**src/rtl/core/dale_pkg.sv**
```systemverilog
// shared types, constants and helpers for the decimal ascii line encoder
package dale_pkg;

    localparam int unsigned VALUE_W = 16;
    localparam int unsigned CHAR_W  = 7;
    localparam int unsigned DIGIT_W = 4;
    localparam int unsigned MULT_W  = 17;
    localparam int unsigned RADIX   = 10;

    // digit place: 0 is ten-thousands ... 4 is ones, 5 is the closing newline
    typedef logic [2:0] place_t;

    localparam place_t PLACE_TEN_THOUSANDS = 3'd0;
    localparam place_t PLACE_THOUSANDS     = 3'd1;
    localparam place_t PLACE_HUNDREDS      = 3'd2;
    localparam place_t PLACE_TENS          = 3'd3;
    localparam place_t PLACE_ONES          = 3'd4;
    localparam place_t PLACE_NEWLINE       = 3'd5;

    localparam logic [CHAR_W-1:0] CHAR_ZERO    = 7'h30;
    localparam logic [CHAR_W-1:0] CHAR_NINE    = 7'h39;
    localparam logic [CHAR_W-1:0] CHAR_NEWLINE = 7'h0A;

    localparam logic [VALUE_W-1:0] TEN_THOUSAND = 16'd10000;
    localparam logic [VALUE_W-1:0] THOUSAND     = 16'd1000;
    localparam logic [VALUE_W-1:0] HUNDRED      = 16'd100;
    localparam logic [VALUE_W-1:0] TEN          = 16'd10;

    typedef struct packed {
        logic [VALUE_W-1:0] value;
        place_t             place;
    } item_t;

    // weight of one digit at a given place
    function automatic logic [MULT_W-1:0] place_unit(place_t place);
        logic [MULT_W-1:0] unit;
        case (place)
            PLACE_TEN_THOUSANDS: unit = 17'd10000;
            PLACE_THOUSANDS:     unit = 17'd1000;
            PLACE_HUNDREDS:      unit = 17'd100;
            PLACE_TENS:          unit = 17'd10;
            default:             unit = 17'd1;
        endcase
        return unit;
    endfunction

endpackage

```
**src/rtl/core/dale_queue.sv**
```systemverilog
// two-entry fifo between the front and back stages
module dale_queue import dale_pkg::*;
(
    input  logic  clk,
    input  logic  rst_n,
    input  logic  wr_valid,
    output logic  wr_ready,
    input  item_t wr_data,
    output logic  rd_valid,
    input  logic  rd_ready,
    output item_t rd_data
);

    item_t      mem_reg [2];
    logic       wr_ptr_reg;
    logic       rd_ptr_reg;
    logic [1:0] count_reg;
    logic [1:0] count_next;
    logic       push;
    logic       pop;

    assign wr_ready = (count_reg != 2'd2);
    assign rd_valid = (count_reg != 2'd0);
    assign rd_data  = mem_reg[rd_ptr_reg];
    assign push     = wr_valid && wr_ready;
    assign pop      = rd_valid && rd_ready;

    always_comb
    begin
        count_next = count_reg;
        if (push && !pop)
        begin
            count_next = count_reg + 2'd1;
        end
        else if (pop && !push)
        begin
            count_next = count_reg - 2'd1;
        end
    end

    always_ff @(posedge clk or negedge rst_n)
    begin
        if (!rst_n)
        begin
            wr_ptr_reg <= 1'b0;
            rd_ptr_reg <= 1'b0;
            count_reg  <= 2'd0;
        end
        else
        begin
            count_reg <= count_next;
            if (push)
            begin
                wr_ptr_reg <= !wr_ptr_reg;
            end
            if (pop)
            begin
                rd_ptr_reg <= !rd_ptr_reg;
            end
        end
    end

    always_ff @(posedge clk)
    begin
        if (push)
        begin
            mem_reg[wr_ptr_reg] <= wr_data;
        end
    end

endmodule

```
**config.mk**
```make
export PLATFORM = sky130hd
export DESIGN_NAME = dale_queue
export DESIGN_NICKNAME = d
export VERILOG_FILES = /design/src/rtl/core/dale_pkg.sv /design/src/rtl/core/dale_queue.sv
export SDC_FILE = /design/constraint.sdc
export NUM_CORES = 1
export LEC_CHECK = 0
export ABC_AREA = 1
export ABC_CLOCK_PERIOD_IN_PS = 2800
export BUFFER_PORTS_ARGS = -buffer_cell sky130_fd_sc_hd__buf_2
export CAP_MARGIN = 25
export CELL_PAD_IN_SITES_DETAIL_PLACEMENT = 0
export CELL_PAD_IN_SITES_GLOBAL_PLACEMENT = 1
export CORE_ASPECT_RATIO = 2
export CORE_UTILIZATION = 45
export CTS_BUF_LIST = sky130_fd_sc_hd__clkbuf_2 sky130_fd_sc_hd__clkbuf_4 sky130_fd_sc_hd__clkbuf_8
export CTS_CLUSTER_SIZE = 16
export DETAILED_ROUTE_END_ITERATION = 8
export PLACE_DENSITY = 0.95
export SLEW_MARGIN = 5
export SYNTH_ARGS = -nofsm -noshare
export SYNTH_HDL_FRONTEND = slang
export SYNTH_SLANG_ARGS = --single-unit
export TNS_END_PERCENT = 10
```
**constraint.sdc**
```tcl
create_clock -name clk -period 2.8 [get_ports clk]
set_input_delay 0.28 -clock clk [delete_from_list [all_inputs] [get_ports clk]]
set_output_delay 0.28 -clock clk [all_outputs]
set_load 0.01 [all_outputs]
```
==> results.toml, run 1 <==
[power_and_ir_drop]
power.total_mw = 1.98
p_per_area_mw_per_mm2 = 1000
p_leak_nw = 0.886
ir_worst_vdd_mv = 0.555

[global_routing]
antenna_found_initial = 0
grt_remaining_overflow = 0
grt_usage_pct = 15.3
grt_pass1_wl_um = 4100
grt_pass1_vias = 929
grt_max_degree = 22

[clock_tree]
clock_latency_ps = 280
hold_buffers = 1
clk_pin_slew_ps = 80
htreeDepth = 2
cts.sinks = 42
numCtsBuffers = 5
cts_root_buffer = "clkbuf_8"
clk_path_buf_depth = 2
cts_resized = 0
cts_tree = "done"
postCtsSetupRepairBufs = 0

[floorplanning]
ios = 44
start_util_pct = 47.6
dieArea_mm2 = 0.00387
rows = 30
die_h_um = 87.0
die_x_um = 44.5
core_area_mm2 = 0.00342

[route]
drt_iter0_drc = 28
drt-total-wl_um = 2670
vias = 988
wl_per_cell_um = 11.9
ant_nets = 0
drt_first_pass_iters = 4
avgViaCountPerCell = 4.41
drc_errors = 0

[worst_hold_path]
hp-class = "in -> reg"

[layout]
nets = 199
stdcell_area_mm2 = 0.00198
syn_to_final_growth_pct = 21.5
layout-drive-gt1-share_pct = 34.1
multi_input_area_um2 = 338
fillerInstances = 270
regArea_mm2 = 0.00124
diodes = 0
largest_register_ffs = 38

[placed_design]
gp_congestion = 0.667
dp_hpwl_um = 1850
post_dp_cell_area_mm2 = 0.00188
place_ws_ps = 898
port_buffers = 43

[critical_path]
cp_max_fo = 21
crit_chain = "inv_1, nand2_1, nand2_1, buf_2"
start_kind = "flip-flop"
cp.arrival_ps = 1910
crit_required_ps = 2520
cp_slowest_cell = "dfrtp_1"
critPathMaxStageDelay_ps = 760
crit_top_cell = "nand2_1"
worstSetupPathType = "reg -> out"
end_kind = "output pin"
critical-path-top-delay-family = "flip-flops"
worst-path-buf-inv = 2

[run_status]
status = "finished clean"

[timing]
fin_crit_ps = 2190
tightest_slew_ps = 956
drv_slew = 0
layout_setup_ws_ps = 614
finalSetupViolCount = 0
fin_setup_tns_ps = 0
whs_ps = 177
finalHoldViolations = 0
fin_skew_ps = 6.29
fin_crit_sh_pct = 78.1
max_slew_margin_pct = 36.2
fmax_mhz = 457
rsz0062_at_grt = "false"

[synth]
synth_cells = 128
ys_seq_area_share_pct = 76.3
synth_cell_types = 15
synth_area_mm2 = 0.00163
synth-warning-count = 0
ys_ff_latch = 42
syn-mean-instance-area_um2 = 12.7
syn_nets = 152

[run]
cap_violations = 0
-- cells by family (layout without fill, tap and decap cells) --
kind of cell | Yosys count | after routing | share of synthesized area, %
xor gates and xnor gates | 2 | 2 | 1.54
adders and majority gates | 1 | 1 | 0.769
buffers and inverters | 11 | 59 | 3.23
DFF | 42 | 42 | 76.3
and+or+nand+nor | 72 | 72 | 18.2
-- metal layers --
metal  track usage [%]  routed length, µm  share of wire [%]  vias to the layer above
met3              3.11                128                4.8                        6
met2              25.3               1400                 52                       40
met1              16.8               1100                 41                      433
li1                  -                  -                  -                      509
met5                 0                  0                  0                        -
met4              10.7                 46                1.7                        0
-- report_power, final --
group / internal, mW / total (mW) / switching (mW)
Clock: 0.182 / 0.365 / 0.183
Combinational: 0.240 / 0.660 / 0.420
Sequential: 0.865 / 0.959 / 0.0937
Total: 1.29 / 1.98 / 0.696
-- synth_stat cells --
master	n	share of area, %
edfxtp_1	38	70
buf_2	3	0.92
nand2_2	2	0.77
nand4_1	1	0.38
inv_1	5	1.2
inv_2	2	0.46
nand3_1	2	0.62
nand2_1	63	15
dfrtp_1	4	6.2
nand2_4	2	1.4
xnor2_1	1	0.54
ha_1	1	0.77
buf_6	1	0.69
nor2_1	2	0.46
xor2_2	1	1.0
-- cell usage in the layout, fill, tap and decap left out, types with 2 or more instances in the layout --
| cell type | instances |
|---|---|
| clkinv_2 | 2 |
| clkbuf_8 | 5 |
| inv_1 | 5 |
| nand2_4 | 2 |
| inv_2 | 2 |
| buf_2 | 43 |
| nor2_2 | 2 |
| nand2_2 | 2 |
| edfxtp_1 | 38 |
| dfrtp_1 | 4 |
| nand3_1 | 2 |
| nand2_1 | 63 |
-- area by class of cell --
class | count | share of cell area, %
clock inverters | 2 | 0.506
inverters | 7 | 1.33
well taps | 48 | 3.04
multi-input cells | 75 | 17.1
clock buffers | 6 | 3.86
flip-flops and latches | 42 | 62.8
repair buffers | 44 | 11.4
-- worst paths after layout --
check                                           end  slack [ps]  depth (start not counted)                startpoint
hold / removal             mem_reg[1][15]$_DFFE_PP_         180                          1               wr_data[15]
setup reg to reg           mem_reg[1][16]$_DFFE_PP_        1070                          3  count_reg[1]$_DFFE_PN0P_
setup / recovery                        rd_data[10]         610                          4    rd_ptr_reg$_DFFE_PN0P_
min in group asynchronous    rd_ptr_reg$_DFFE_PN0P_         330                          2                     rst_n
max in group asynchronous  count_reg[0]$_DFFE_PN0P_        2350                          2                     rst_n
hold reg to reg            count_reg[0]$_DFFE_PN0P_         530                          1  count_reg[0]$_DFFE_PN0P_
-- stage by stage --
step | utilization (%) | instances
floorplan | - | 128
global placement | 55.1 | 215
detailed placement | 55.1 | 215
CTS | 57.9 | 224
global route | 57.9 | 224
finish | 57.9 | 224
Power figures use the tool's default switching activity.
==> run 2: changes to the inputs <==
ABC_CLOCK_PERIOD_IN_PS = 2100   (was 2800)
CORE_UTILIZATION = 42   (was 45)
PLACE_DENSITY = 0.91   (was 0.95)
clock period = 2.1 ns   (was 2.8 ns; I/O delays follow)
==> results.toml, run 2 (same netlist as run 1, synthesis figures left out) <==
[placed_design]
port_buffers = 43
dp.cells = 223
dp_hpwl_um = 2210
gp_congestion = 0.648

[critical_path]
start_kind = "flip-flop"
crit_top_cell = "nand2_1"
worstSetupPathType = "reg -> out"
crit_chain = "inv_1, buf_4, nand2_1, nand2_1, buf_2"
end_kind = "output pin"
startpoint = "rd_ptr_reg$_DFFE_PN0P_"
critPathMaxStageDelay_ps = 380
cp_slowest_cell = "dfrtp_1"
crit_required_ps = 1890
cp.arrival_ps = 1270
timing.rr.start = "count_reg[0]$_DFFE_PN0P_"
cp_max_fo = 10

[timing]
max_slew_margin_pct = 86.0
finalSetupViolCount = 0
rsz0062_at_grt = "false"
fmax_mhz = 676
drv_slew = 0
fin_setup_tns_ps = 0
fin_crit_sh_pct = 70.4
finalHoldViolations = 0
fin_skew_ps = 6.79
tightest_slew_ps = 211
fin_crit_ps = 1480

[global_routing]
grt_max_degree = 21
antenna_found_initial = 0
grt_usage_pct = 17.5
grt_pass1_vias = 1092
grt_remaining_overflow = 0
grt_pass1_wl_um = 4950

[clock_tree]
cts_root_buffer = "clkbuf_8"
cts_tree = "done"
htreeDepth = 2
clk_path_buf_depth = 2
numCtsBuffers = 5
clock_latency_ps = 290
cts.sinks = 42
clk_pin_slew_ps = 80
cts_resized = 0
postCtsSetupRepairBufs = 0

[layout]
largest_register_ffs = 38
layout_commonest_cell = "nand2_1"
diodes = 0
final_cell_mix = "nand2_1 (63), buf_2 (43), edfxtp_1 (38)"
layout-drive-gt1-share_pct = 36.6
syn_to_final_growth_pct = 26.9
fillerInstances = 331
finalNonFillerCells = 232
nets = 206

[power_and_ir_drop]
p_leak_nw = 0.935
internal_power_mw = 1.94
switching_share_pct = 33.4
switchingPower_mw = 0.972
p_per_area_mw_per_mm2 = 1410
clkPwrFrac_pct = 22.4
seq_power_share_pct = 42.1
ir_worst_vdd_mv = 1.14
pwr-share-comb_pct = 35.5

[floorplanning]
start_util_pct = 44.6
core_area_mm2 = 0.00365
dieArea_mm2 = 0.00414
die_x_um = 46.0
rows = 31
die_h_um = 90.0
ios = 44

[route]
wl_per_cell_um = 12.9
drc_errors = 0
drt_iter0_drc = 19
ant_nets = 0
vias = 1048
drt_first_pass_iters = 4
avgViaCountPerCell = 4.52
drt-total-wl_um = 2990

[worst_hold_path]
hp-start = "wr_data[7]"
hp-class = "in -> reg"

[run]
cap_violations = 0

[run_status]
status = "finished clean"
[run 2: changes by cell type in the layout (fill, tap and decap cells not counted)]
| cell | previous run | this run |
|---|---|---|
| buf_4 | 0 | 7 |
| clkinv_2 | 2 | 0 |
| clkbuf_8 | 5 | 6 |
| bufinv_16 | 0 | 1 |
[run 2: layout make-up]
class	count	area, µm²	area share, %
Clock buffer	7	90.1	4.36
Multi-Input combinational cell	75	338	16.4
Inverter	7	26.3	1.27
Tap cell	49	61.3	2.97
Timing Repair Buffer	51	278	13.5
Sequential cell	42	1240	60.1
Clock inverter	1	30.0	1.45
[run 2: critical path, delay by kind of cell (launching register included)]
family / cells / cell delay [ps]
buf+inv: 3 / 480
flops: 1 / 380
simple gates: 2 / 130
[run 2: path summary, 6_finish.rpt]
check,end,slack (ps),depth (start not counted)
setup / recovery,rd_data[12],620,5
hold / removal,mem_reg[1][7]$_DFFE_PP_,110,1
setup reg to reg,count_reg[1]$_DFFE_PN0P_,630,9
hold reg to reg,count_reg[0]$_DFFE_PN0P_,550,1
max in group asynchronous,wr_ptr_reg$_DFFE_PN0P_,1730,2
min in group asynchronous,count_reg[1]$_DFFE_PN0P_,250,2
[run 2: stage by stage]
step / area (µm²) / total power [mW] / hold slack [ps] / utilization, % / setup slack (ps)
2_1_floorplan: 1630 / 1.87 / -85.6 / - / 297
5_1_grt: 2060 / 3.11 / 95.8 / 56.6 / 479
3_3_place_gp: 1930 / 2.22 / 16.0 / 53.1 / 773
4_1_cts: 2060 / 2.95 / 93.0 / 56.6 / 596
3_5_place_dp: 1930 / 2.29 / 21.2 / 53.1 / 653
6_report: 2060 / 2.91 / 105 / 56.6 / 621
[run 2: layer usage]
metal	global-route usage (%)	share of wire, %
met5	0	0
met3	5.62	5.5
met2	29.9	58
met4	10.3	2.7
met1	16.7	33
[run 2: what timing repair did]
item,4_1_cts,5_1_grt
hold endpoints to repair,4,0
hold buffers,1,0
setup endpoints to repair,0,0
[run 2: power groups by stage]
stage,registers [mW],logic [mW],clock network (mW)
6_report,1.23,1.03,0.651
3_3_place_gp,1.23,0.993,0
5_1_grt,1.24,1.17,0.702
4_1_cts,1.23,1.05,0.671
2_1_floorplan,1.23,0.636,0
3_5_place_dp,1.24,1.05,0
==> run 3: changes to the inputs <==
ABC_AREA = 0   (was 1)
ABC_CLOCK_PERIOD_IN_PS = 1280   (was 2100)
CORE_UTILIZATION = 40   (was 42)
PLACE_DENSITY = 0.87   (was 0.91)
clock period = 1.28 ns   (was 2.1 ns; I/O delays follow)
==> results.toml, run 3 <==
[run_status]
status = "finished, violations left"
failed_checks = "negative setup slack"

[global_routing]
antenna_found_initial = 0
grt_remaining_overflow = 0
grt_max_degree = 21
grt_usage_pct = 13.1
grt_pass1_wl_um = 3850
grt_pass1_vias = 917

[worst_hold_path]
hp-class = "in -> reg"

[route]
drt_first_pass_iters = 2
wl_per_cell_um = 15.4
ant_nets = 0
drc_errors = 0
vias = 857
avgViaCountPerCell = 4.58
drt_iter0_drc = 13
drt-total-wl_um = 2870

[timing]
finalHoldViolations = 0
fin_skew_ps = 6.06
drv_slew = 0
tightest_slew_ps = 176
fmax_mhz = 676
finalSetupViolCount = 20
fin_crit_ps = 1480
rsz0062_at_grt = "true"
max_slew_margin_pct = 88.3
fin_crit_sh_pct = 116
layout_setup_ws_ps = -200

[floorplanning]
dieArea_mm2 = 0.00424
die_h_um = 91.1
die_x_um = 46.6
rows = 32
ios = 44
core_area_mm2 = 0.00384
start_util_pct = 41.3

[layout]
diodes = 0
layout-drive-gt1-share_pct = 64.0
largest_register_ffs = 38
nets = 159
layout_commonest_cell = "edfxtp_1"
regArea_mm2 = 0.00124
fillerInstances = 319
syn_to_final_growth_pct = 42.0
final_cell_mix = "edfxtp_1 (38), buf_2 (26), buf_6 (17)"
multi_input_area_um2 = 365
stdcell_area_mm2 = 0.00226
finalCoreUtilization_pct = 58.7

[synth]
syn_nets = 101
ys_async_sr_fraction_pct = 9.52
yosysTopAreaCell = "edfxtp_1"
synth_top_area_share_pct = 71.8
synth_cell_types = 14
ys.flop_type = "edfxtp_1"
synth_area_mm2 = 0.00159
synth.most_common_cell = "edfxtp_1"
ys_ff_latch = 42
synth-warning-count = 0
syn-mean-instance-area_um2 = 20.6
ys_top_cells_by_area = "edfxtp_1 (72%), mux2_2 (13%), dfrtp_1 (6.3%)"
synth-edff-count = 38
ys_seq_area_share_pct = 78.1
synth_cells = 77
netlist_top_cells_count = "edfxtp_1 (38), mux2_2 (19), dfrtp_1 (4)"

[run]
cap_violations = 0

[critical_path]
cp_max_fo = 10
worstSetupPathType = "reg -> out"
start_kind = "flip-flop"
crit_required_ps = 1150
cp.arrival_ps = 1350
end_kind = "output pin"

[placed_design]
post_dp_cell_area_mm2 = 0.00196
port_buffers = 43
dp_hpwl_um = 1880
gp_congestion = 0.669

[power_and_ir_drop]
ir_worst_vdd_mv = 1.51
p_leak_nw = 0.889
p_per_area_mw_per_mm2 = 2340

[clock_tree]
clk_path_buf_depth = 2
cts.sinks = 42
htreeDepth = 2
cts_root_buffer = "clkbuf_8"
numCtsBuffers = 5
cts_tree = "done"
clock_latency_ps = 280
clk_pin_slew_ps = 80
-- run 3: metal layers --
layer	track usage [%]	wire length, µm
met5	0	0
met4	5.88	51
met3	3.58	122
met1	10.4	880
met2	25.2	1820
-- run 3: critical path: stages (launching register included) --
cell       delay (ps)
dfrtp_2           410
clkbuf_16         180
mux2_2            360
buf_6             130
-- run 3: cells by family after synthesis --
family / Yosys count / synth area share, %
buffers and inverters: 3 / 1.65
flip-flops: 42 / 78.1
AND/OR/NAND/NOR: 7 / 3.23
adder cells (fa/ha/maj): 1 / 0.787
XOR/XNOR: 5 / 2.76
multiplexers: 19 / 13.5
-- run 3: area by class of cell --
class	instances	share of cell area (%)
Clock buffer	7	3.72
Timing Repair Buffer	53	20.7
Clock inverter	1	1.33
Inverter	1	0.166
Tap cell	51	2.83
Sequential cell	42	55.1
Multi-Input combinational cell	32	16.2
-- run 3: power breakdown --
part | switching, mW | total, mW | internal [mW]
sequential | 0.143 | 2.04 | 1.89
clock | 0.394 | 1.02 | 0.625
combinational | 0.920 | 2.23 | 1.31
-- run 3: worst paths after layout --
check	startpoint	endpoint	slack (ps)	cells after the start
worst max-delay path	rd_ptr_reg$_DFFE_PN0P_	rd_data[4]	-200	3
worst min-delay path	wr_data[17]	mem_reg[1][17]$_DFFE_PP_	30	1
worst max register to register	count_reg[1]$_DFFE_PN0P_	count_reg[1]$_DFFE_PN0P_	-90	6
worst min register to register	wr_ptr_reg$_DFFE_PN0P_	wr_ptr_reg$_DFFE_PN0P_	560	1
max in group asynchronous	rst_n	rd_ptr_reg$_DFFE_PN0P_	960	2
min in group asynchronous	rst_n	count_reg[0]$_DFFE_PN0P_	180	2
-- run 3: stage by stage --
stage	power [mW]	hold slack [ps]	worst slack [ps]	instances	setup TNS, ps
floorplan	3.06	-168	-64.2	77	-1170
global placement	3.68	-64.7	-38.1	176	-38.1
detailed placement	3.76	-57.6	-98.4	176	-427
CTS	4.84	27.0	-190	185	-3540
global route	5.53	20.4	-241	187	-5120
finish	5.28	31.4	-200	187	-3160
-- run 3: what timing repair did --
item	in CTS	in global routing
setup endpoints to repair	40	39
setup buffers	0	1
pin swaps	1	0
endpoints found under the hold margin	4	0
resized for setup	3	20
gates cloned	0	1
hold buffers	1	0
